==> src/rtl/tac_pkg.sv <==
// ---------------------------------------------------------------------------
// Autotile classifier package
// Shared widths, codes and interface types of the autotile classifier.
// ---------------------------------------------------------------------------
`default_nettype none

package tac_pkg;

	// Grid limits; MAX_COLS is a power of two so that a cell address is
	// simply {row, col}.
	localparam int MAX_ROWS = 64;
	localparam int MAX_COLS = 64;
	localparam int ROW_W    = $clog2(MAX_ROWS);
	localparam int COL_W    = $clog2(MAX_COLS);
	localparam int ADDR_W   = ROW_W + COL_W;
	localparam int DEPTH    = MAX_ROWS * MAX_COLS;

	// Width of the grid size registers.
	localparam int DIM_W    = 7;

	// Width of the tile sheet coordinates.
	localparam int TILE_W   = 4;

	// Item kinds.
	localparam logic OP_WRITE    = 1'b0;
	localparam logic OP_CLASSIFY = 1'b1;

	// Configuration register indexes.
	localparam logic REG_ROWS = 1'b0;
	localparam logic REG_COLS = 1'b1;

	// Request to the grid memory.
	typedef struct packed {
		logic              en;
		logic              we;
		logic [ADDR_W-1:0] addr;
		logic              wdata;
	} ram_req_t;

	// Chosen tile on the sheet.
	typedef struct packed {
		logic [TILE_W-1:0] trow;
		logic [TILE_W-1:0] tcol;
	} tile_t;

	// One result beat.
	typedef struct packed {
		logic              out_of_range;
		logic [7:0]        neighbour_mask;
		logic [TILE_W-1:0] sheet_row;
		logic [TILE_W-1:0] sheet_col;
		logic              is_wall;
	} res_t;

endpackage : tac_pkg

`default_nettype wire

==> src/rtl/tac_tile_lut.sv <==
// ---------------------------------------------------------------------------
// Autotile blob rule lookup
// Maps an eight-neighbour wall mask to a tile sheet position; the last
// matching rule wins. The answer is registered.
// ---------------------------------------------------------------------------
`default_nettype none

module tac_tile_lut (
	input  wire logic           clk,
	input  wire logic [7:0]     mask,
	output tac_pkg::tile_t      tile_s2
);
	import tac_pkg::*;

	typedef struct packed {
		logic [7:0]        clr;
		logic [7:0]        set;
		logic [TILE_W-1:0] tcol;
		logic [TILE_W-1:0] trow;
	} rule_t;

	// Neighbour bits: 1 top-left, 2 top, 3 top-right, 4 left, 5 right,
	// 6 bottom-left, 7 bottom, 8 bottom-right.
	localparam logic [7:0] N1 = 8'h01;
	localparam logic [7:0] N2 = 8'h02;
	localparam logic [7:0] N3 = 8'h04;
	localparam logic [7:0] N4 = 8'h08;
	localparam logic [7:0] N5 = 8'h10;
	localparam logic [7:0] N6 = 8'h20;
	localparam logic [7:0] N7 = 8'h40;
	localparam logic [7:0] N8 = 8'h80;
	localparam logic [7:0] ED = N2 | N4 | N5 | N7;
	localparam logic [7:0] CO = N1 | N3 | N6 | N8;

	localparam int NUM_RULES = 47;

	localparam rule_t RULES [NUM_RULES] = '{
		'{ED, 8'h00, 4'd6, 4'd7},
		'{N2 | N4 | N5, N7, 4'd5, 4'd5},
		'{N2 | N4 | N7, N5, 4'd6, 4'd5},
		'{N2 | N5 | N7, N4, 4'd5, 4'd4},
		'{N4 | N5 | N7, N2, 4'd6, 4'd4},
		'{N2 | N7, N4 | N5, 4'd2, 4'd4},
		'{N4 | N5, N2 | N7, 4'd2, 4'd5},
		'{N2 | N4, N5 | N7 | N8, 4'd7, 4'd4},
		'{N2 | N5, N4 | N7 | N6, 4'd8, 4'd4},
		'{N4 | N7, N2 | N5 | N3, 4'd7, 4'd5},
		'{N5 | N7, N2 | N4 | N1, 4'd8, 4'd5},
		'{N2 | N4 | N8, N5 | N7, 4'd0, 4'd4},
		'{N2 | N5 | N6, N4 | N7, 4'd1, 4'd4},
		'{N4 | N7 | N3, N2 | N5, 4'd0, 4'd5},
		'{N5 | N7 | N1, N2 | N4, 4'd1, 4'd5},
		'{N2 | N6 | N8, N4 | N5 | N7, 4'd3, 4'd4},
		'{N4 | N3 | N8, N2 | N5 | N7, 4'd3, 4'd5},
		'{N5 | N1 | N6, N2 | N4 | N7, 4'd4, 4'd5},
		'{N7 | N1 | N3, N2 | N4 | N5, 4'd4, 4'd4},
		'{N2 | N6, N4 | N5 | N7 | N8, 4'd4, 4'd8},
		'{N4 | N3, N2 | N5 | N7 | N8, 4'd2, 4'd8},
		'{N5 | N1, N2 | N4 | N7 | N6, 4'd3, 4'd8},
		'{N7 | N1, N2 | N4 | N5 | N3, 4'd4, 4'd9},
		'{N2 | N8, N4 | N5 | N7 | N6, 4'd5, 4'd8},
		'{N4 | N8, N2 | N5 | N7 | N3, 4'd2, 4'd9},
		'{N5 | N6, N2 | N4 | N7 | N1, 4'd3, 4'd9},
		'{N7 | N3, N2 | N4 | N5 | N1, 4'd5, 4'd9},
		'{N2, N4 | N5 | N7 | N6 | N8, 4'd4, 4'd7},
		'{N4, N2 | N5 | N7 | N3 | N8, 4'd4, 4'd6},
		'{N5, N2 | N4 | N7 | N1 | N6, 4'd5, 4'd6},
		'{N7, N2 | N4 | N5 | N1 | N3, 4'd5, 4'd7},
		'{CO, ED, 4'd7, 4'd6},
		'{N1 | N3 | N6, ED | N8, 4'd0, 4'd8},
		'{N1 | N3 | N8, ED | N6, 4'd1, 4'd8},
		'{N1 | N6 | N8, ED | N3, 4'd0, 4'd9},
		'{N3 | N6 | N8, ED | N1, 4'd1, 4'd9},
		'{N1 | N3, ED | N6 | N8, 4'd3, 4'd6},
		'{N1 | N6, ED | N3 | N8, 4'd3, 4'd7},
		'{N1 | N8, ED | N3 | N6, 4'd6, 4'd9},
		'{N3 | N6, ED | N1 | N8, 4'd6, 4'd8},
		'{N3 | N8, ED | N1 | N6, 4'd2, 4'd7},
		'{N6 | N8, ED | N1 | N3, 4'd2, 4'd6},
		'{N1, ED | N3 | N6 | N8, 4'd1, 4'd7},
		'{N3, ED | N1 | N6 | N8, 4'd0, 4'd7},
		'{N6, ED | N1 | N3 | N8, 4'd1, 4'd6},
		'{N8, ED | N1 | N3 | N6, 4'd0, 4'd6},
		'{8'h00, ED | CO, 4'd6, 4'd6}
	};

	tile_t tile_d;

	// Every rule is matched in parallel; later rules override earlier ones.
	always_comb begin
		tile_d = '0;
		for (int k = 0; k < NUM_RULES; k++) begin
			if (((mask & RULES[k].clr) == 8'h00) &&
			    ((mask & RULES[k].set) == RULES[k].set)) begin
				tile_d.tcol = RULES[k].tcol;
				tile_d.trow = RULES[k].trow;
			end
		end
	end

	always_ff @(posedge clk) begin
		tile_s2 <= tile_d;
	end

endmodule : tac_tile_lut

`default_nettype wire

==> config.mk <==
export PLATFORM = sky130hd
export DESIGN_NAME = tac_tile_lut
export DESIGN_NICKNAME = d
export VERILOG_FILES = /design/src/rtl/tac_pkg.sv /design/src/rtl/tac_tile_lut.sv
export SDC_FILE = /design/constraint.sdc
export NUM_CORES = 1
export LEC_CHECK = 0
export CAP_MARGIN = 15
export CORE_UTILIZATION = 33
export CTS_CLUSTER_DIAMETER = 200
export DETAILED_ROUTE_END_ITERATION = 10
export DONT_BUFFER_PORTS = 1
export HOLD_SLACK_MARGIN = 0.06
export PLACE_DENSITY = 0.55
export SLEW_MARGIN = 20
export SYNTH_ARGS = -nofsm -noshare
export SYNTH_HDL_FRONTEND = slang
export SYNTH_SLANG_ARGS = --single-unit
==> constraint.sdc <==
create_clock -name clk -period 2.35 [get_ports clk]
set_input_delay 0.1175 -clock clk [delete_from_list [all_inputs] [get_ports clk]]
set_output_delay 0.1175 -clock clk [all_outputs]
set_load 0.005 [all_outputs]
# Yosys cells after proc, flatten, opt, wreduce, memory -nomap -nowiden
# Cells that the tools add are included.
word_totals:
  ff_bits: 8
  inputBits: 9
  output_inout_bits: 8
  word_cells: 188
classes:
  n_eq_ne: 42
  n_mux: 46
  reduce_logical: 95
ops:
  columns: ["op", "count"]
  rows:
  - ["$logic_not A8 Y1", 46]
  - ["$mux W8", 21]
  - ["$mux W7", 19]
  - ["$logic_and A1 B1 Y1", 45]
  - ["$eq A5 B5 Y1 const B", 8]
  - ["$eq A4 B4 Y1 const B", 9]
  - ["$eq A6 B6 Y1 const B", 6]
  - ["$reduce_or A36 Y1", 1]
  - ["$eq A7 B7 Y1 const B", 4]
  - ["$eq A3 B3 Y1 const B", 8]
  - ["$mux W5", 4]
  - ["$eq A2 B2 Y1 const B", 6]
  - ["$eq A8 B8 Y1 const B", 1]
  - ["$reduce_or A7 Y1", 1]
  - ["$mux W3", 2]
  - ["$reduce_or A3 Y1", 1]
  - ["$reduce_or A2 Y1", 1]

# Depth between registers and ports, before layout
logic_depth:
  word_depth: 47
  depth_mapped: 7
  depth_no_buf: 5

# Least setup slack after synthesis
# No wires, ideal clock.
synth_timing:
  kind: "input-to-reg"
  startpoint: "input mask[1]"
  endpoint: "register tile_s2[6] (netlist bit)"
  setup_time_ns: 0.115
  t_arrival_ns: 1.074
  required_time_ns: 2.235
  setup_slack_ns: 1.161
  cell_stages: 6
  path_buffers: 1
  path_cell_list: "buf_2 > nand2_1 > or3_1 > o21ai_1 > nor2_1 > and3_1"
synth_between:
  elab_chain_cells: 41
  elab_cells_between_ends: 132
  cone_classes: "33 x eq/ne; 40 x mux; 59 x reduce/logical"
synth_lines:
  columns: ["element", "line", "text"]
  rows:
  - ["from (decl)", "tac_tile_lut.sv:10", "input wire logic [7:0] mask,"]
  - ["$logic_not A8 Y1", "tac_tile_lut.sv:93", "if (((mask & RULES[k].clr) == 8'h00) &&"]
  - ["$mux W7 or $logic_and A1 B1 Y1 (tied branches)", "tac_tile_lut.sv:93", null]
  - ["$mux W7 (18 in a row)", "tac_tile_lut.sv:93", null]
  - ["$mux W8 (21 in a row)", "tac_tile_lut.sv:93", null]
  - ["to (signal assigned)", "tac_tile_lut.sv:102", "tile_s2 <= tile_d;"]
  - ["to (decl)", "tac_tile_lut.sv:11", "output tac_pkg::tile_t tile_s2"]
# Several ways; a longest one is shown, not always the timed one.
# A chain may end at the register's enable or synchronous reset.

# Final worst setup path
layout_timing:
  startpoint: "input mask[3]"
  endpoint: "register tile_s2[2] (netlist bit)"
layout_between:
  elab_chain_cells: 47
  elab_cells_between_ends: 137
  cone_classes: "33 x eq/ne; 46 x mux; 58 x reduce/logical"
layout_lines:
  columns: ["element", "line"]
  rows:
  - ["$logic_not A8 Y1", "tac_tile_lut.sv:93"]
  - ["$mux W7 or $logic_and A1 B1 Y1 (tied branches)", "tac_tile_lut.sv:93"]
  - ["$mux W7 (18 in a row)", "tac_tile_lut.sv:93"]
  - ["$mux W8 (21 in a row)", "tac_tile_lut.sv:93"]
  - ["$mux W5 (4 in a row)", "tac_tile_lut.sv:93"]
  - ["$mux W3 (2 in a row)", "tac_tile_lut.sv:93"]
# Several ways; a longest one is shown, not always the timed one.

==> results.txt <==
outcome -> completed
Via density -> 6.79
post-synthesis compound-gate area fraction -> 23.4%
post-synthesis xor/xnor area fraction -> 2.85%
root buf cell -> clkbuf_4
Initial Utilization -> 35.9%
total congestion overflow -> 0
worst-margin pin slew -> 468 ps
Die W -> 54.8 um
DRT antenna net count -> 0
Hold Startpoint -> mask[5]
Die Y -> 54.8 um
WP data arrival -> 1120 ps
Req. time, crit path -> 2440 ps
fraction of layout cells with a size suffix above 1 -> 6.15%
synthesized area per cell -> 6.72 sq um
Post-layout nets -> 141
largest net degree at the start of global routing -> 26
crit path kind -> primary input to register
top cells by area, synth -> dfxtp_1, nand2_1, nor2_1
fin. max-slew vios -> 0
Final period util -> 43.6%
GRT Total Usage -> 21.2%
Die ar. -> 3010 sq um
power density over the cells -> 363 nW/um^2
asr flop ratio synth -> 0%
Total Wirelength -> 2750 um
clock-pin slew on the worst setup and hold paths -> 50 ps
EDFF count, synth -> 0
drt first-iter violations -> 92
Synth Area in Simple Gates -> 47.8%
Seq cells post-synth -> 8
CP Launch Type -> primary input
largest family of logic cells by synthesized area -> simple AND/OR/NAND/NOR gates
Tot Pwr -> 339 uW
Worst slew margin -> 68.5%
CTS HTree Levels -> 1
cts bufs inserted -> 3
Biggest register -> tile_s2
CTS-repair resized insts -> 0
top cell type's share of synthesized area -> 17.4%
initial antenna violation count -> 0
Longest Clk Path Bufs -> 2
final number of hold-violating endpoints -> 0
post-detailed-placement half-perimeter wirelength -> 1920 um
Syn Inst Count -> 137
GP Congestion -> 0.894
Top FF cell, synth -> dfxtp_1
upper clock frequency limit -> 0.976 GHz
CP startpoint -> mask[3]
adder-cell share of the synthesized area -> 0%
I/O pin total -> 17
core region area -> 2570 sq um
Netlist cell types -> 44
Ys Warns -> 0
row cnt -> 18
DRC Markers -> 0
setup TNS -> 0 ps
CTS tree -> built
RSZ-0062 raised after global routing -> no
critical path endpoint category -> register
hold crit path type -> primary input to register
minimum clock period after layout -> 1020 ps
synthesized net count -> 146
ant diodes -> 0
first-pass GRT wire length -> 4510 um
final setup fails -> 0
Peak VDD IR -> 0.226 mV
max reg flops -> 8
number of global-route vias before repair -> 961
mux contribution to synthesized area -> 0%
Post-Syn Area -> 921 sq um
# clock sinks -> 8
Syn-to-layout area delta -> 1.36%
Worst Slack Setup Final -> 1330 ps
Port Buffer Count -> 0
Util after Layout -> 36.4%
maxcap violations -> 0
Seq/Total Area, Yosys -> 17.4%
cell taking the most area after synthesis -> dfxtp_1
DR WL/cell -> 17.2 um
Worst Path Max Fanout -> 15
registers with the most flip-flops -> tile_s2 x8
pre-CTS setup slack -> 1110 ps
Static Leak -> 0.000298 uW
1st-pass router iterations -> 4
routed via count -> 1086
what timing repair did:
item                      CTS  global route
setup buffers               0             0
hold endpoints to repair    2             0
hold buffers                2             0
Yosys cell counts, types with 2 or more instances:
cell type	instances
nor3_1	10
o22ai_1	2
buf_4	3
dfxtp_1	8
nand2b_1	4
inv_1	3
nand4_1	8
buf_2	9
a21oi_1	5
nand2_1	15
a2111oi_0	3
or3_1	2
nand3_1	4
nor2b_1	4
nor4_1	6
xnor2_1	2
and3_1	2
nor2_1	14
o21ai_0	6
a31oi_1	3
worst paths after layout:
path,endpoint,slack [ps],depth (start not counted)
worst min-delay path,tile_s2[3],70,2
worst max-delay path,tile_s2[2],1330,5
metrics by stage:
step / instance area [sq um] / hold WS [ps] / instances
floorplan: 921 / 353 / 137
global placement: 891 / 302 / 155
detailed placement: 891 / 309 / 155
CTS: 933 / 64.8 / 160
global route: 933 / 71.5 / 160
finish: 933 / 71.0 / 160
where the power goes:
part           total, uW  internal (uW)  leakage, uW  switching [uW]
registers            157            151    0.0000666            5.98
logic               86.6           38.2     0.000218            48.3
clock network       95.4           57.8    0.0000138            37.6
total                339            247     0.000298            91.9
logic make-up after synthesis:
family,Yosys count
AOI/OAI and AO/OA,30
xor gates and xnor gates,3
buffers and inverters,15
DFF,8
and+or+nand+nor,81
cell usage in the layout, fill, tap and decap left out, types with 2 or more instances in the layout:
cell           synthesis  layout
xnor2_1                2       2
inv_1                  3       3
a21oi_1                5       5
a31oi_1                3       3
nand3_1                4       4
or3_1                  2       2
dlygate4sd3_1          0       2
nand2_1               15      15
clkbuf_4               0       3
a2111oi_0              3       3
and3_1                 2       2
nor3_1                10      10
nor2b_1                4       4
o22ai_1                2       2
dfxtp_1                8       8
nor4_1                 6       6
nand2b_1               4       4
nand4_1                8       8
nor2_1                14      14
o21ai_0                6       6
cell type report:
cell class / instances / area, sq um
Fill cell: 297 / 1630
Multi-Input combinational cell: 114 / 682
Tap cell: 30 / 37.5
Inverter: 3 / 11.3
Clock buffer: 3 / 22.5
Timing Repair Buffer: 2 / 20.0
Sequential cell: 8 / 160
critical path, cell delays in order:
cell     delay [ps]
inv_1           150
nor2_1          110
a32oi_1         310
nor4b_1         280
nand4_1         150
per-layer routing:
layer,vias to the layer above,wire [um],global-route usage (%)
met5,-,0,0
met4,0,119,15.4
met3,13,341,2.22
met2,90,1180,29.9
met1,477,1100,29.1
li1,506,-,-
(Power assumes the default switching activity.)
