$ cat src/rtl/tac_pkg.sv
// ---------------------------------------------------------------------------
// Autotile classifier package
// Shared widths, codes and interface types of the autotile classifier.
// ---------------------------------------------------------------------------
`default_nettype none

package tac_pkg;

	// Grid limits; MAX_COLS is a power of two so that a cell address is
	// simply {row, col}.
	localparam int MAX_ROWS = 64;
	localparam int MAX_COLS = 64;
	localparam int ROW_W    = $clog2(MAX_ROWS);
	localparam int COL_W    = $clog2(MAX_COLS);
	localparam int ADDR_W   = ROW_W + COL_W;
	localparam int DEPTH    = MAX_ROWS * MAX_COLS;

	// Width of the grid size registers.
	localparam int DIM_W    = 7;

	// Width of the tile sheet coordinates.
	localparam int TILE_W   = 4;

	// Item kinds.
	localparam logic OP_WRITE    = 1'b0;
	localparam logic OP_CLASSIFY = 1'b1;

	// Configuration register indexes.
	localparam logic REG_ROWS = 1'b0;
	localparam logic REG_COLS = 1'b1;

	// Request to the grid memory.
	typedef struct packed {
		logic              en;
		logic              we;
		logic [ADDR_W-1:0] addr;
		logic              wdata;
	} ram_req_t;

	// Chosen tile on the sheet.
	typedef struct packed {
		logic [TILE_W-1:0] trow;
		logic [TILE_W-1:0] tcol;
	} tile_t;

	// One result beat.
	typedef struct packed {
		logic              out_of_range;
		logic [7:0]        neighbour_mask;
		logic [TILE_W-1:0] sheet_row;
		logic [TILE_W-1:0] sheet_col;
		logic              is_wall;
	} res_t;

endpackage : tac_pkg

`default_nettype wire

$ cat src/rtl/tac_seq.sv
// ---------------------------------------------------------------------------
// Autotile sequencer
// Holds the grid size, takes items, drives the grid memory one access a
// cycle, gathers the neighbour mask and presents the result register.
// ---------------------------------------------------------------------------
`default_nettype none

module tac_seq (
	input  wire logic                         clk,
	input  wire logic                         arst_n,
	input  wire logic                         cfg_we,
	input  wire logic                         cfg_index,
	input  wire logic [tac_pkg::DIM_W-1:0]    cfg_data,
	input  wire logic                         in_valid,
	output logic                              in_ready,
	input  wire logic                         in_op,
	input  wire logic [tac_pkg::ROW_W-1:0]    in_row,
	input  wire logic [tac_pkg::COL_W-1:0]    in_col,
	input  wire logic                         in_value,
	output tac_pkg::ram_req_t                 ram_req,
	input  wire logic                         ram_rdata,
	output logic [7:0]                        lut_mask,
	input  wire tac_pkg::tile_t               lut_tile,
	output logic                              out_valid,
	input  wire logic                         out_ready,
	output tac_pkg::res_t                     out_res
);
	import tac_pkg::*;

	localparam logic [2:0] S_IDLE  = 3'd0;
	localparam logic [2:0] S_READ  = 3'd1;
	localparam logic [2:0] S_DRAIN = 3'd2;
	localparam logic [2:0] S_LOOK  = 3'd3;
	localparam logic [2:0] S_PACK  = 3'd4;
	localparam logic [2:0] S_EMIT  = 3'd5;

	// Read positions: centre first, then the neighbours in mask order.
	localparam logic [3:0] POS_CENTRE = 4'd0;
	localparam logic [3:0] POS_LAST   = 4'd8;

	logic [2:0]       state_q;
	logic [DIM_W-1:0] grid_rows_q;
	logic [DIM_W-1:0] grid_cols_q;
	logic [DIM_W-1:0] rows_use;
	logic [DIM_W-1:0] cols_use;
	logic [ROW_W-1:0] row_q;
	logic [COL_W-1:0] col_q;
	logic [3:0]       cnt_q;
	logic             rd_vld_s1;
	logic             rd_in_s1;
	logic [3:0]       rd_pos_s1;
	logic [3:0]       pos_m1;
	logic             wall_q;
	logic [7:0]       nbr_q;
	res_t             res_q;
	logic             accept;
	logic             in_range;
	logic [DIM_W-1:0] dr;
	logic [DIM_W-1:0] dc;
	logic [DIM_W-1:0] nr;
	logic [DIM_W-1:0] nc;
	logic             nb_in_grid;
	logic             out_free;
	logic             cap_bit;

	// Sizes above the maximum saturate; zero leaves every cell outside.
	assign rows_use = (grid_rows_q > DIM_W'(MAX_ROWS)) ? DIM_W'(MAX_ROWS) : grid_rows_q;
	assign cols_use = (grid_cols_q > DIM_W'(MAX_COLS)) ? DIM_W'(MAX_COLS) : grid_cols_q;

	assign in_ready = (state_q == S_IDLE);
	assign accept   = in_valid && in_ready;
	assign in_range = (DIM_W'(in_row) < rows_use) && (DIM_W'(in_col) < cols_use);
	assign out_free = !out_valid || out_ready;

	// Row and column offsets of the position being read; minus one wraps to
	// a large value and so falls outside the grid.
	always_comb begin
		dr = '0;
		dc = '0;
		case (cnt_q)
			4'd1: begin dr = '1;          dc = '1;          end
			4'd2: begin dr = '1;          dc = '0;          end
			4'd3: begin dr = '1;          dc = DIM_W'(1);   end
			4'd4: begin dr = '0;          dc = '1;          end
			4'd5: begin dr = '0;          dc = DIM_W'(1);   end
			4'd6: begin dr = DIM_W'(1);   dc = '1;          end
			4'd7: begin dr = DIM_W'(1);   dc = '0;          end
			4'd8: begin dr = DIM_W'(1);   dc = DIM_W'(1);   end
			default: begin dr = '0;       dc = '0;          end
		endcase
	end

	assign nr         = DIM_W'(row_q) + dr;
	assign nc         = DIM_W'(col_q) + dc;
	assign nb_in_grid = (nr < rows_use) && (nc < cols_use);

	// Memory port: writes at accept, neighbourhood reads while sweeping.
	always_comb begin
		ram_req = '0;
		if (state_q == S_IDLE) begin
			ram_req.en    = accept && in_range && (in_op == OP_WRITE);
			ram_req.we    = 1'b1;
			ram_req.addr  = {in_row, in_col};
			ram_req.wdata = in_value;
		end else if (state_q == S_READ) begin
			ram_req.en    = nb_in_grid;
			ram_req.we    = 1'b0;
			ram_req.addr  = {nr[ROW_W-1:0], nc[COL_W-1:0]};
			ram_req.wdata = 1'b0;
		end
	end

	// A floor centre yields an empty mask.
	assign lut_mask = wall_q ? nbr_q : 8'h00;
	assign pos_m1   = rd_pos_s1 - 4'd1;
	assign cap_bit  = rd_in_s1 && ram_rdata;

	// Control state.
	always_ff @(posedge clk or negedge arst_n) begin
		if (!arst_n) begin
			state_q     <= S_IDLE;
			grid_rows_q <= DIM_W'(15);
			grid_cols_q <= DIM_W'(20);
			cnt_q       <= '0;
			rd_vld_s1   <= 1'b0;
			out_valid   <= 1'b0;
		end else begin
			if (cfg_we) begin
				case (cfg_index)
					REG_ROWS: grid_rows_q <= cfg_data;
					REG_COLS: grid_cols_q <= cfg_data;
					default:  grid_rows_q <= grid_rows_q;
				endcase
			end
			rd_vld_s1 <= (state_q == S_READ);
			if ((state_q == S_EMIT) && out_free) begin
				out_valid <= 1'b1;
			end else if (out_ready) begin
				out_valid <= 1'b0;
			end
			case (state_q)
				S_IDLE: begin
					if (accept) begin
						cnt_q <= POS_CENTRE;
						if (in_range && (in_op == OP_CLASSIFY)) begin
							state_q <= S_READ;
						end else begin
							state_q <= S_EMIT;
						end
					end
				end
				S_READ: begin
					cnt_q <= cnt_q + 4'd1;
					if (cnt_q == POS_LAST) begin
						state_q <= S_DRAIN;
					end
				end
				S_DRAIN: state_q <= S_LOOK;
				S_LOOK:  state_q <= S_PACK;
				S_PACK:  state_q <= S_EMIT;
				S_EMIT: begin
					if (out_free) begin
						state_q <= S_IDLE;
					end
				end
				default: state_q <= S_IDLE;
			endcase
		end
	end

	// Payload registers.
	always_ff @(posedge clk) begin
		if (accept) begin
			row_q <= in_row;
			col_q <= in_col;
			res_q <= '{
				out_of_range:   !in_range,
				neighbour_mask: 8'h00,
				sheet_row:      TILE_W'(0),
				sheet_col:      TILE_W'(0),
				is_wall:        1'b0
			};
		end
		if (state_q == S_READ) begin
			rd_pos_s1 <= cnt_q;
			rd_in_s1  <= nb_in_grid;
		end
		// Capture the read issued in the previous cycle.
		if (rd_vld_s1) begin
			if (rd_pos_s1 == POS_CENTRE) begin
				wall_q <= cap_bit;
			end else begin
				nbr_q[pos_m1[2:0]] <= cap_bit;
			end
		end
		if (state_q == S_PACK) begin
			res_q <= '{
				out_of_range:   1'b0,
				neighbour_mask: lut_mask,
				sheet_row:      wall_q ? lut_tile.trow : TILE_W'(0),
				sheet_col:      wall_q ? lut_tile.tcol : TILE_W'(0),
				is_wall:        wall_q
			};
		end
		if ((state_q == S_EMIT) && out_free) begin
			out_res <= res_q;
		end
	end

endmodule : tac_seq

`default_nettype wire

$ cat config.mk
export PLATFORM = sky130hd
export DESIGN_NAME = tac_seq
export DESIGN_NICKNAME = d
export VERILOG_FILES = /design/src/rtl/tac_pkg.sv /design/src/rtl/tac_seq.sv
export SDC_FILE = /design/constraint.sdc
export NUM_CORES = 1
export LEC_CHECK = 0
export BUFFER_PORTS_ARGS = -buffer_cell sky130_fd_sc_hd__buf_2
export CAP_MARGIN = 0
export CORE_MARGIN = 3
export CORE_UTILIZATION = 40
export DETAILED_ROUTE_END_ITERATION = 10
export PLACE_DENSITY = 0.58
export SLEW_MARGIN = 20
export SYNTH_ARGS = -nofsm -noshare
export SYNTH_HDL_FRONTEND = slang
export SYNTH_SLANG_ARGS = --single-unit
$ cat constraint.sdc
create_clock -name clk -period 4.4 [get_ports clk]
set_clock_uncertainty 0.05 [all_clocks]
set_input_delay 0.22 -clock clk [delete_from_list [all_inputs] [get_ports clk]]
set_output_delay 0.22 -clock clk [all_outputs]
set_load 0.01 [all_outputs]
After elaboration in Yosys (flattened, before gate mapping) --
Memory sizes are Yosys's and may differ from the RTL's. Index checks and enable logic that the tools add are counted.
Word-level totals: logic and storage cells 91, memories kept 1, output and inout port bits 43, ROM bits 224, register bits 85
Memories:
- (no name shown) | depth 16, bits a word 14, read ports 1, clocked after memory_dff 0, write ports 0, line tac_seq.sv:80 | case (cnt_q)
Operators by class: reductions and logical operators 23, bitwise logic cells 3, multiplexer cells 21, eq/ne operators 9, add/sub/neg operators 4, magnitude comparators 8
Operator list (number):
- 17-bit 2-to-1 mux | 2
- 15-bit 2-to-1 mux | 2
- 3-bit one-hot mux with 6 select lines | 1
- 6-bit by 7-bit adder with 7-bit output | 2
- 7-bit > comparator, second input constant | 2
- 6-bit by 7-bit < comparator with 1-bit output | 2
- 7-bit < comparator | 2
- 7-bit 2-to-1 mux | 2
- 3-bit 2-to-1 mux | 4
- 4-bit 2-to-1 mux | 3
- 2-bit AND reduction | 5
- 1-bit logical AND | 9
- 8-bit bitwise mux | 1
- 8-bit 2-to-1 mux | 1
- 4-bit one-hot mux with 2 select lines | 1
- 3-bit by 2-bit == test with 1-bit output, second input constant | 2
- 3-bit == test, second input constant | 2
- 2-bit nonzero test | 3
- 4-bit by 1-bit adder with 4-bit output, second input constant | 1
- 4-bit == test, second input constant | 1
- 4-bit logical NOT | 1
- 3-bit by 4-bit < comparator with 1-bit output, second input constant | 1
- 2-bit by 1-bit inequality test with 1-bit output, second input constant | 2
- 1-bit demux with 3-bit select | 1
- other kinds (10) | 15

Depth between registers and ports, before layout --
Gate-level depths: netlist (run 1).
depth in word-level cells 8, depth in mapped cells 18, mapped depth without buffers 18

Worst setup path before layout (run 1) --
No wires, ideal clock.
path type reg-to-output, from register cnt_q[1], to output port ram_req[14] (netlist bit), path buffers 0, path slack 0.567 ns, arrival time 3.563 ns, required time 4.130 ns, stages on the path, launching flop included 17, path through dfrtp_1 > inv_1 > ha_1 > nor2_1 > a211oi_1 > ha_1 > a21o_1 > a21oi_1 > o21bai_1 > a21oi_1 > xnor2_1 > ha_1 > o21ai_0 > nor2_1 > a2111oi_0 > nand3_1 > o32ai_1
RTL lines:
- from (decl) | line tac_seq.sv:48 | logic [3:0] cnt_q;
- from (signal assigned) | line tac_seq.sv:153 | cnt_q <= cnt_q + 4'd1;
- to (decl) | line tac_seq.sv:20 | output tac_pkg::ram_req_t ram_req,

==> results.txt, run 1 <==
The run finished with clean final reports. The tree is rooted in a clkbuf_8. In this run the power density over the cells is 790 mW/mm². The congestion estimate from routability-driven global placement came to 0.786. The longest individual stage delay on the worst path came out at 0.41 ns. The largest net degree at the start of global routing came out at 24. The number of sinks driven by the clock tree is 85.

The share of flip-flops with an asynchronous set or reset is 27.1%. The cell depth of the worst min-delay path came out at 1. Global routing consumed, on the met3 layer, 4.43% of the routing resources. In the final layout, the multi-input gates occupy 0.00183 mm². The sequential area share after synthesis came out at 56.0%.

The number of search-and-repair iterations in the first detailed-routing pass came out at 4. The cell family contributing the most delay on the critical path is simple AND/OR/NAND/NOR gates. The post-detailed-route DRC marker count is 0.

After detailed routing, the average wire length per cell comes to 14.7 µm. The die width is 110 µm. Global routing used 14.8% of the available tracks across all layers. The number of nets handed over by synthesis was 428.

The area growth from synthesis to final layout came out at 20.0%. In the final design database the tool counted 518 nets. The post-place instance area came out at 0.00488 mm². Excluding fillers, the count of instances in the completed layout stands at 585. The worst-path maximum fanout is 6. The share of final-layout standard cells stronger than drive strength 1 came out at 32.1%. By startpoint and endpoint, the worst setup path is classified as reg2out.

The global routing met1 resource utilization is 18.8%. The sort of element at the start of the critical path is a flop. Summed over all cells, the static leakage comes to 2.21 nW. The fill cell total of the finished layout is 988. The largest total area in the synthesized netlist belongs to edfxtp_1.

The number of cells on the critical path came out at 16. Walking the worst path, the cells encountered are inv_1, ha_1, or3_4, xnor2_1, ha_1, or3_1, a21oi_2, nor2_2, xnor2_2, ha_1, nand3_1, nand2_1, a2111oi_2, nand3_1, o32ai_2, buf_2. After floorplanning, the core was divided into 37 placement rows. The initial standard-cell utilization of the core came out at 41.5%. The max capacitance violation total is 0. In this design, the critical path's most frequently occurring cell is ha_1. Once detailed placement completed, the half-perimeter wirelength came to 6.46 mm. After synthesis, the cell types taking the most area are edfxtp_1 42%, ha_1 11%, dfrtp_1 9.8%, and2_1 3.7%, dfstp_2 3.6%. The region available for standard cell placement spans 0.0105 mm². The endpoint class of the critical path is a primary output. The starting DRC count in detailed routing is 104.

The worst-case headroom to the max-slew limit is 48.4%. The number of global-route vias before repair came to 2791. The final global-route overflow total came out at 0. The number of slew-limit violations in the final report came out at 0.

Clock-pin slew was measured on the worst setup and hold paths at 0.09 ns. Across the VDD grid, the largest voltage drop is 440 µV. Synthesis produced 354 cells. The finished cells cover 0.00522 mm². Dividing the detail-routed via count by the number of cells gives 5.12. The slew at the pin closest to its max-slew limit is 0.774 ns. The number of CTS-inserted buffers came out at 9. The critical path starts at cnt_q[1]. The clock tree synthesis step divided the H-tree into 3 levels. The count of pins on the block boundary came out at 79. The final routed wirelength across all metal layers is 8.57 mm. The arrival time at the worst endpoint came out at 3.91 ns. In this run the critical register-to-register path is launched from cnt_q[1]. The slowest stage of the critical path is the or3_4 cell. The tightest min-delay check is of the in2reg type. The area of the die came out at 0.0122 mm². The busiest metal layer after global routing is met2. The clock passes through at most 2 buffers. The post-synthesis cell area came out at 0.00435 mm².

The number of buffer cells added on primary ports is 78. The number of warnings printed during yosys synthesis came out at 0. The total setup violations reported at the end of the flow came out at 0.

The share of synthesized area in the top cell type comes to 42.1%. The residual antenna-violating net count after detailed routing is 0. The number of antenna violations at the first check in global routing came out at 0. The number of distinct library cells after synthesis is 49. The flip-flop and latch count after synthesis came out at 85. For this run, global-route usage on met2 was measured as 25.3%.

The worst path required time came out at 4.13 ns. TritonCTS built the clock tree. The critical path buffer and inverter count is 2.

The number of endpoints with negative hold slack in the final report came out at 0. The top achievable clock speed came out at 239 MHz. The time the final worst path needs with I/O delays and setup came out at 4.18 ns.

Summing internal, switching and leakage power gives 4.12 mW. The vertical extent of the die came out at 110 µm. Registers take 0.00244 mm². The total via count in the routed design is 2993. 0 antenna diodes ended up in the layout. In this run the most critical hold path is launched from in_row[1]. The final cycle utilization of the critical path came out at 95.1%.

The placed cell count is 561. The number of enable-type register cells in the synthesized netlist is 61. The worst reg2reg path depth came out at 17. For this run, the leading register cell type out of synthesis is edfxtp_1.

The synthesized area per cell is 12.3 µm². The clock insertion delay at the later pin of the skew report is 0.35 ns. The first-pass GRT wire length came out at 13.9 mm.
through the flow:
stage	setup TNS, ns	utilization (%)	hold WS (ns)	setup WS, ns
floorplan	0	-	-0.126	0.567
global placement	0	46.7	0.204	0.280
detailed placement	0	46.7	0.198	0.209
CTS	0	49.1	0.0121	0.00259
global route	-0.00501	49.9	0.00909	-0.00501
finish	0	49.9	0.0288	0.216
final cells by class:
type / instances / share of cell area, %
well taps: 136 / 3.26
clock inverters: 7 / 2.01
flip-flops and latches: 85 / 46.7
inverters: 15 / 1.32
clock buffers: 9 / 2.37
multi-input cells: 243 / 35.1
repair buffers: 90 / 9.26
path summary, 6_finish.rpt:
kind,to,slack [ns]
min in group asynchronous,grid_rows_q[4],0.34
max,ram_req[14],0.22
min reg2reg,out_res[3],0.37
max reg2reg,rd_in_s1,0.69
min,row_q[1],0.03
max in group asynchronous,cnt_q[0],3.55
cell usage in the layout (no fill, tap or decap), drive strengths merged, types with 6 or more instances in the layout:
cell type  Yosys  layout
a22o          13      13
nor3          10      10
dfrtp         17      17
and2          26      26
mux2          13      13
edfxtp        61      61
nor2          16      16
ha            37      37
o21ai         13      13
inv           12      15
xnor2         11      11
buf            6      89
nand2         30      30
nor2b          7       7
dfstp          6       6
a21oi         23      23
clkbuf         5       9
flip-flops by register name, summed over array words and instances (netlist names), 3 cells and up:
signal and count:
nbr_q 8, col_q 6, state_q 3, cnt_q 4
rd_pos_s1 4, res_q 18, out_res 18, row_q 6
grid_rows_q 7, grid_cols_q 7
logic make-up (layout without fill, tap and decap cells):
group                    count (synthesis)  after routing  synth area share (%)
adder cells (fa/ha/maj)                 38             38                  11.1
AO/OA/AOI/OAI                           75             75                  11.4
AND/OR/NAND/NOR                        105            105                  12.5
buffers and inverters                   26            121                  3.05
XOR/XNOR                                12             12                  2.59
flip-flops                              85             85                  56.0
multiplexers                            13             13                  3.37
per-layer routing:
| layer | wire [µm] | part of all wire, % |
|---|---|---|
| met2 | 4140 | 48 |
| met5 | 0 | 0 |
| met1 | 3680 | 43 |
| met4 | 118 | 1.4 |
| met3 | 630 | 7.4 |
cell usage after synthesis, types with 3 or more instances:
cell and n:
xnor2_1 10, inv_1 12, mux2_2 13, o21a_1 3
o21ai_0 13, a22o_1 12, and2_1 26, edfxtp_1 61
nand2b_1 3, nor3_1 10, o31ai_1 3, ha_1 37
clkbuf_1 5, nor2b_1 7, o22ai_1 3, nor2_1 15
dfrtp_1 17, nand2_1 30, buf_2 3, nand3_1 4
o21bai_1 4, a211oi_1 5, a21oi_1 21, dfstp_2 6
what timing repair did:
item / CTS / global route
buffers inserted: 1 / 6
pin swaps: 2 / 6
hold endpoints to repair: 17 / 0
hold buffers: 1 / 0
setup endpoints to repair: 1 / 1
gates resized for setup: 2 / 10
report_power, final:
part           switching (mW)  internal, mW
sequential              0.116          1.14
clock                   0.303         0.330
combinational            1.23          1.01
No activity file was read; power rests on OpenSTA's default activity.
==> run 2: changes to the inputs <==
==> constraint.sdc (replaced) <==
create_clock -name clk -period 4.4 [get_ports clk]
set_clock_uncertainty 0.05 [all_clocks]
set_input_delay 0.22 -clock clk [delete_from_list [all_inputs] [get_ports clk]]
set_output_delay 0.22 -clock clk [all_outputs]
set_load 0.1 [all_outputs]
==> run 2 against run 1 <==
Net effect: sequential share of layout area down 0.79 points; setup slack lost 0.0015 ns; via count is 0.17% higher; die area unchanged; cell area is 1.7% higher.
==> results.txt, run 2 (synthesized netlist as in run 1, its figures left out) <==
The total track usage is 15.3% (was 14.8%). The number of search-and-repair iterations in the first detailed-routing pass is 4 (unchanged). The arrival time at the worst endpoint came out at 3.92 ns (was 3.91 ns).

The endpoint class of the critical path was a primary output (unchanged). The maximum buffer depth of the clock tree is 2 (unchanged). The start-to-end type of the worst setup path is reg2out (unchanged). The largest net degree at the start of global routing is 24 (unchanged). The detail-routed net length per standard cell came to 14.7 µm (about the same). The antenna diode count is 0 (unchanged). The path category of the worst min-delay check is in2reg (unchanged).

The total via count in the routed design is 2998 (was 2993). The time the final worst path needs with I/O delays and setup is 4.19 ns (was 4.18 ns). The number of global-route vias before repair came out at 2976 (was 2791).

The worst-case headroom to the max-slew limit came out at 48.2% (was 48.4%). The area of the die is 0.0122 mm² (unchanged). The share of final-layout standard cells stronger than drive strength 1 is 34.6% (was 32.1%). The count of pins on the block boundary is 79 (unchanged). The sort of element at the start of the critical path is a flop (unchanged).

The commonest non-fill, non-tap cell in the layout is buf_2 (unchanged). Most frequent cells in the layout: 77 x buf_2, 61 x edfxtp_1, 31 x ha_1, 29 x nand2_1, 26 x and2_1 (was 78 x buf_2, 61 x edfxtp_1, 35 x ha_1, 30 x nand2_1, 26 x and2_1). The setup slack of the critical path after layout came out at 0.215 ns (was 0.216 ns).

The residual antenna-violating net count after detailed routing was 0 (unchanged). The die width was 110 µm (unchanged). The global placer's final weighted congestion is 0.794 (was 0.786). The core outline area is 0.0105 mm² (unchanged). The number of slew-limit violations in the final report is 0 (unchanged). The fill cell total of the finished layout came to 946 (was 988).

The total setup violations reported at the end of the flow was 0 (unchanged). The number of endpoints with negative hold slack in the final report came out at 0 (unchanged). The slew at the pin closest to its max-slew limit came out at 0.770 ns (was 0.774 ns). The top achievable clock speed is 239 MHz (about the same). The number of H-tree levels is 3 (unchanged). The worst setup slack before clock tree synthesis is 0.0479 ns (was 0.209 ns).

Result of the run: finished, final reports clean (unchanged). The number of antenna violations at the first check in global routing is 0 (unchanged). The starting DRC count in detailed routing is 114 (was 104). The post-detailed-route DRC marker count is 0 (unchanged). The final global-route overflow total came out at 0 (unchanged).

The number of CTS-inserted buffers is 9 (unchanged). The clock tree from TritonCTS is yes (unchanged). The clock insertion delay at the later pin of the skew report is 0.36 ns (was 0.35 ns). The register clock-pin slew on the reported worst setup and hold paths is 0.10 ns (was 0.09 ns). The area growth from synthesis to final layout came to 22.1% (was 20.0%). The clock tree root buffer cell is clkbuf_8 (unchanged).

The vertical extent of the die came to 110 µm (unchanged). The estimated wirelength of the detail-placed design is 6.48 mm (was 6.46 mm). The first-pass GRT wire length is 14.2 mm (was 13.9 mm). The number of sinks driven by the clock tree is 85 (unchanged). The number of buffer cells added on primary ports is 78 (unchanged). The layout net count is 523 (was 518).

The final routed wirelength across all metal layers was 8.69 mm (was 8.57 mm). The max capacitance violation total came out at 0 (unchanged). The final cycle utilization of the critical path came out at 95.1% (about the same).

The worst path required time came to 4.13 ns (about the same). The initial standard-cell utilization of the core came to 41.5% (unchanged). The worst-path maximum fanout came out at 5 (was 6). The number of rows in the core area is 37 (unchanged). The average via count per standard cell came out at 5.08 (was 5.12).
[run 2: area by class of cell]
class,instances,area [µm²],area share (%)
well taps,136,170,3.21
multi-input cells,243,1890,35.5
clock inverters,7,80.1,1.51
inverters,15,68.8,1.30
flip-flops and latches,85,2440,45.9
repair buffers,95,542,10.2
clock buffers,9,124,2.33
[run 2: through the flow]
stage	hold WS (ns)	std cells	util, %	area, µm²	TNS [ns]
CTS	0.00551	584	49.6	5190	0
global placement	0.203	561	47.0	4920	0
finish	0.0267	590	50.7	5310	0
global route	0.00862	590	50.7	5310	-0.00573
floorplan	-0.126	354	-	4370	0
detailed placement	0.213	561	47.0	4920	0
[run 2: worst paths after layout]
kind | startpoint | endpoint | slack [ns] | cells past startpoint
max in group asynchronous | arst_n | cnt_q[0] | 3.54 | 2
hold reg to reg | res_q[1] | out_res[1] | 0.37 | 0
setup reg to reg | cnt_q[0] | rd_in_s1 | 0.77 | 17
min in group asynchronous | arst_n | cnt_q[3] | 0.34 | 2
setup / recovery | cnt_q[0] | ram_req[14] | 0.21 | 16
hold / removal | in_col[5] | col_q[5] | 0.03 | 1
[run 2: metal layers]
layer  wire length, µm  track usage, %  vias to the layer above
li1                  -               -                     1481
met1              3830            18.6                     1429
met5                 0               0                        -
met3               542            3.96                        9
met2              4200            26.4                       79
met4               115            4.93                        0
[run 2: worst max-delay path, cell delays in order (launching register included)]
cell and delay (ns):
dfrtp_2 0.40, inv_2 0.07, ha_4 0.16, or3_4 0.44, xnor2_2 0.16, ha_2 0.19, or3_1 0.32, a21oi_2 0.17
nor2_2 0.06, xnor2_2 0.15, ha_1 0.31, nand3_1 0.07, nand2_1 0.06, a2111oi_2 0.35, nand3_1 0.19, o32ai_4 0.22
buf_12 0.22
[run 2: repair_timing]
action,CTS,global route
pin swaps,4,17
buffers inserted,5,6
gates cloned,0,0
endpoints found under the setup margin,1,1
resized for setup,5,17
hold endpoints to repair,18,0
hold buffers,2,0
Power of run 2 is left out: the tool's default activity adds up to more than one toggle a clock period on the data nets, which glitch-free logic cannot reach.
==> run 3: changes to the inputs <==
--- a/config.mk
+++ b/config.mk
@@ -5,12 +5,13 @@
 export SDC_FILE = /design/constraint.sdc
 export NUM_CORES = 1
 export LEC_CHECK = 0
+export ABC_AREA = 1
 export BUFFER_PORTS_ARGS = -buffer_cell sky130_fd_sc_hd__buf_2
 export CAP_MARGIN = 0
 export CORE_MARGIN = 3
 export CORE_UTILIZATION = 40
 export DETAILED_ROUTE_END_ITERATION = 10
-export PLACE_DENSITY = 0.58
+export PLACE_DENSITY = 0.57
 export SLEW_MARGIN = 20
 export SYNTH_ARGS = -nofsm -noshare
 export SYNTH_HDL_FRONTEND = slang
==> run 3 against run 2 <==
Net effect: worst hold slack improved by 0.014 ns; highest routed layer unchanged; final cell count rose by 21%; clock-buffer cell count did not move; sequential share of layout area fell by 1.2 points; setup slack improved by 0.10 ns; first-iteration DRC count rose by 18%; cell area rose by 2.7%; flip-flop and latch count did not move; wire length rose by 13%; synthesized cell count rose by 36%; non-clock buffer count fell by 12; global-route usage rose by 0.87 points.
==> results.txt, run 3 <==
Result of the run: finished, final reports clean (unchanged). The post-synthesis cell area is 0.00457 mm² (was 0.00435 mm²). The antenna diode count is 0 (unchanged). The count of pins on the block boundary was 79 (unchanged).

The final cycle utilization of the critical path came out at 92.7% (was 95.1%). The number of buffer cells added on primary ports is 78 (unchanged). The fill cell total of the finished layout came out at 1048 (was 946). The time the final worst path needs with I/O delays and setup came out at 4.08 ns (was 4.19 ns). The critical path's slowest cell is dfrtp_2 (was or3_4).

The average via count per standard cell came out at 4.95 (was 5.08). Setup repair after global routing left no endpoint under its margin. The commonest non-fill, non-tap cell in the layout is nand2_1 (was buf_2).

The final global-route overflow total came out at 0 (unchanged). The clock tree from TritonCTS is yes (unchanged). The total via count in the routed design is 3517 (was 2998). The number of antenna violations at the first check in global routing is 0 (unchanged). The global placer's final weighted congestion came out at 0.907 (was 0.794). The number of endpoints with negative hold slack in the final report came to 0 (unchanged).

The cell accounting for the most synthesized area is edfxtp_1 (unchanged). The residual antenna-violating net count after detailed routing is 0 (unchanged). The arrival time at the worst endpoint came to 3.81 ns (was 3.92 ns). The max capacitance violation total is 0 (unchanged).

The flip-flop and latch count after synthesis is 85 (unchanged). The longest individual stage delay on the worst path was 0.42 ns (was 0.44 ns). The buffers inserted during post-CTS setup optimization is 0 (was 5). The number of warnings printed during yosys synthesis came out at 0 (unchanged). The largest net degree at the start of global routing came out at 24 (unchanged). The worst path required time is 4.13 ns (about the same). The starting DRC count in detailed routing came out at 135 (was 114). The estimated wirelength of the detail-placed design came out at 7.63 mm (was 6.48 mm). The maximum buffer depth of the clock tree is 2 (unchanged). The sort of element at the start of the critical path is a flop (unchanged). The post-place instance area came out at 0.00514 mm² (was 0.00492 mm²). The most instantiated library cell after synthesis was nand2_1 (was edfxtp_1).

The number of sinks driven by the clock tree was 85 (unchanged). The first-pass GRT wire length is 16.4 mm (was 14.2 mm). The total track usage came out at 16.1% (was 15.3%).

The most instantiated flip-flop cell in the synthesis netlist is edfxtp_1 (unchanged). The worst-path maximum fanout came out at 7 (was 5). The initial standard-cell utilization of the core was 41.6% (was 41.5%). The slew at the pin closest to its max-slew limit came out at 0.631 ns (was 0.770 ns). Cell-by-cell trace of the critical path: inv_1, ha_1, nand3_1, o21ai_0, ha_1, fa_1, nand3_1, nand2_1, or2_2, nand2_1, inv_1, ha_1, a21oi_1, o21ai_0, nor3b_1, nand3_1, o21ai_2, buf_12 (was inv_2, ha_4, or3_4, xnor2_2, ha_2, or3_1, a21oi_2, nor2_2, xnor2_2, ha_1, nand3_1, nand2_1, a2111oi_2, nand3_1, o32ai_4, buf_12). Most frequent cells in the layout: 107 x nand2_1, 79 x inv_1, 77 x buf_2, 61 x edfxtp_1, 37 x ha_1 (was 77 x buf_2, 61 x edfxtp_1, 31 x ha_1, 29 x nand2_1, 26 x and2_1). The clock tree root buffer cell is clkbuf_16 (was clkbuf_8). The total negative slack for setup checks is 0 ns (unchanged). The path category of the worst min-delay check is in2reg (unchanged). The top achievable clock speed was 245 MHz (was 239 MHz). The final routed wirelength across all metal layers is 9.82 mm (was 8.69 mm).

The area share of the leading cell type in the synthesized netlist came out at 40.1% (was 42.1%). The start-to-end type of the worst setup path is reg2out (unchanged). The number of enable-type register cells in the synthesized netlist came out at 61 (unchanged).

The area of the die is 0.0127 mm² (was 0.0122 mm²). The number of search-and-repair iterations in the first detailed-routing pass came out at 4 (unchanged). The area growth from synthesis to final layout came out at 19.3% (was 22.1%). The synthesized instance count is 482 (was 354).

The number of slew-limit violations in the final report is 0 (unchanged). The endpoint class of the critical path is a primary output (unchanged). The worst-case headroom to the max-slew limit is 57.9% (was 48.2%). The total setup violations reported at the end of the flow came out at 0 (unchanged).

The number of distinct library cells after synthesis came out at 41 (was 49). The number of CTS-inserted buffers is 9 (unchanged). The vertical extent of the die is 113 µm (was 110 µm).

The net count after synthesis came out at 556 (was 428). The register clock-pin slew on the reported worst setup and hold paths is 0.06 ns (was 0.10 ns). The synthesized area per cell was 9.48 µm² (was 12.3 µm²). The layout net count came out at 641 (was 523). The sequential area share after synthesis was 53.3% (was 56.0%). Largest cells by area after synthesis: edfxtp_1 40%, ha_1 10%, dfrtp_1 9.3%, nand2_1 8.8%, inv_1 6.5% (was edfxtp_1 42%, ha_1 11%, dfrtp_1 9.8%, and2_1 3.7%, dfstp_2 3.6%). The share of final-layout standard cells stronger than drive strength 1 came out at 21.0% (was 34.6%). The die width is 113 µm (was 110 µm). The detail-routed net length per standard cell came out at 13.8 µm (was 14.7 µm). The share of flip-flops with an asynchronous set or reset is 27.1% (unchanged). The clock insertion delay at the later pin of the skew report is 0.33 ns (was 0.36 ns). The post-detailed-route DRC marker count is 0 (unchanged). The number of H-tree levels was 3 (unchanged). The number of global-route vias before repair is 3432 (was 2976). The final non-filler cell area is 0.00545 mm² (was 0.00531 mm²). The core outline area is 0.0110 mm² (was 0.0105 mm²).

The number of rows in the core area came out at 38 (was 37). Cell types with the highest counts after synthesis: 107 x nand2_1, 79 x inv_1, 61 x edfxtp_1, 37 x ha_1, 32 x nor2_1 (was 61 x edfxtp_1, 37 x ha_1, 30 x nand2_1, 26 x and2_1, 21 x a21oi_1).
## run 3: final cells by class
cell class	instances	area (µm²)	share of cell area [%]
clock buffers	9	225	4.13
clock inverters	6	71.3	1.31
inverters	82	308	5.64
multi-input cells	306	1790	32.8
flip-flops and latches	85	2440	44.7
well taps	140	175	3.21
repair buffers	83	445	8.17
## run 3: worst max-delay path, delay by kind of cell, from the launching register on
| kind | cells | cell delay (ns) |
|---|---|---|
| buf+inv | 3 | 0.35 |
| simple gates | 7 | 0.94 |
| flops | 1 | 0.42 |
| compound gates | 4 | 0.59 |
| fa+ha+maj | 4 | 1.17 |
## run 3: worst paths after layout
check	start	depth (start not counted)	endpoint	slack (ns)
max	cnt_q[0]	18	ram_req[14]	0.32
min in group asynchronous	arst_n	2	state_q[1]	0.37
max in group asynchronous	arst_n	2	cnt_q[2]	3.52
max reg2reg	cnt_q[0]	17	rd_in_s1	1.10
min	in_row[0]	1	row_q[0]	0.04
min reg2reg	res_q[7]	0	out_res[7]	0.37
## run 3: cell families (layout without fill, tap and decap cells)
kind of cell	Yosys count	in the layout	synth area share, %
xor+xnor	8	8	1.53
compound gates	62	62	7.83
flops	85	85	53.3
fa+ha+maj	38	38	10.6
buf+inv	91	180	7.75
simple gates	198	198	19.1
## run 3: routing by layer
metal,vias to the layer above,track usage (%),wire length (µm)
met3,11,3.80,602
met5,-,0,0
met2,105,27.5,4790
li1,1776,-,-
met1,1625,20.2,4280
met4,0,5.29,141
## run 3: repair_timing
| action | CTS | global route |
|---|---|---|
| hold endpoints to repair | 17 | 0 |
| resized for setup | 0 | 2 |
| hold buffers | 1 | 0 |
| endpoints found under the setup margin | 0 | 1 |
## run 3: per-stage QoR
stage | instances | setup slack, ns | hold slack, ns | util [%]
after floorplan | 482 | 0.253 | -0.126 | -
after global placement | 695 | 0.685 | 0.205 | 46.8
after detailed placement | 695 | 0.569 | 0.209 | 46.8
after CTS | 711 | 0.214 | 0.0334 | 49.6
after global routing | 711 | 0.0110 | 0.0247 | 49.6
final | 711 | 0.320 | 0.0412 | 49.6
Power of run 3 is left out for the same reason.
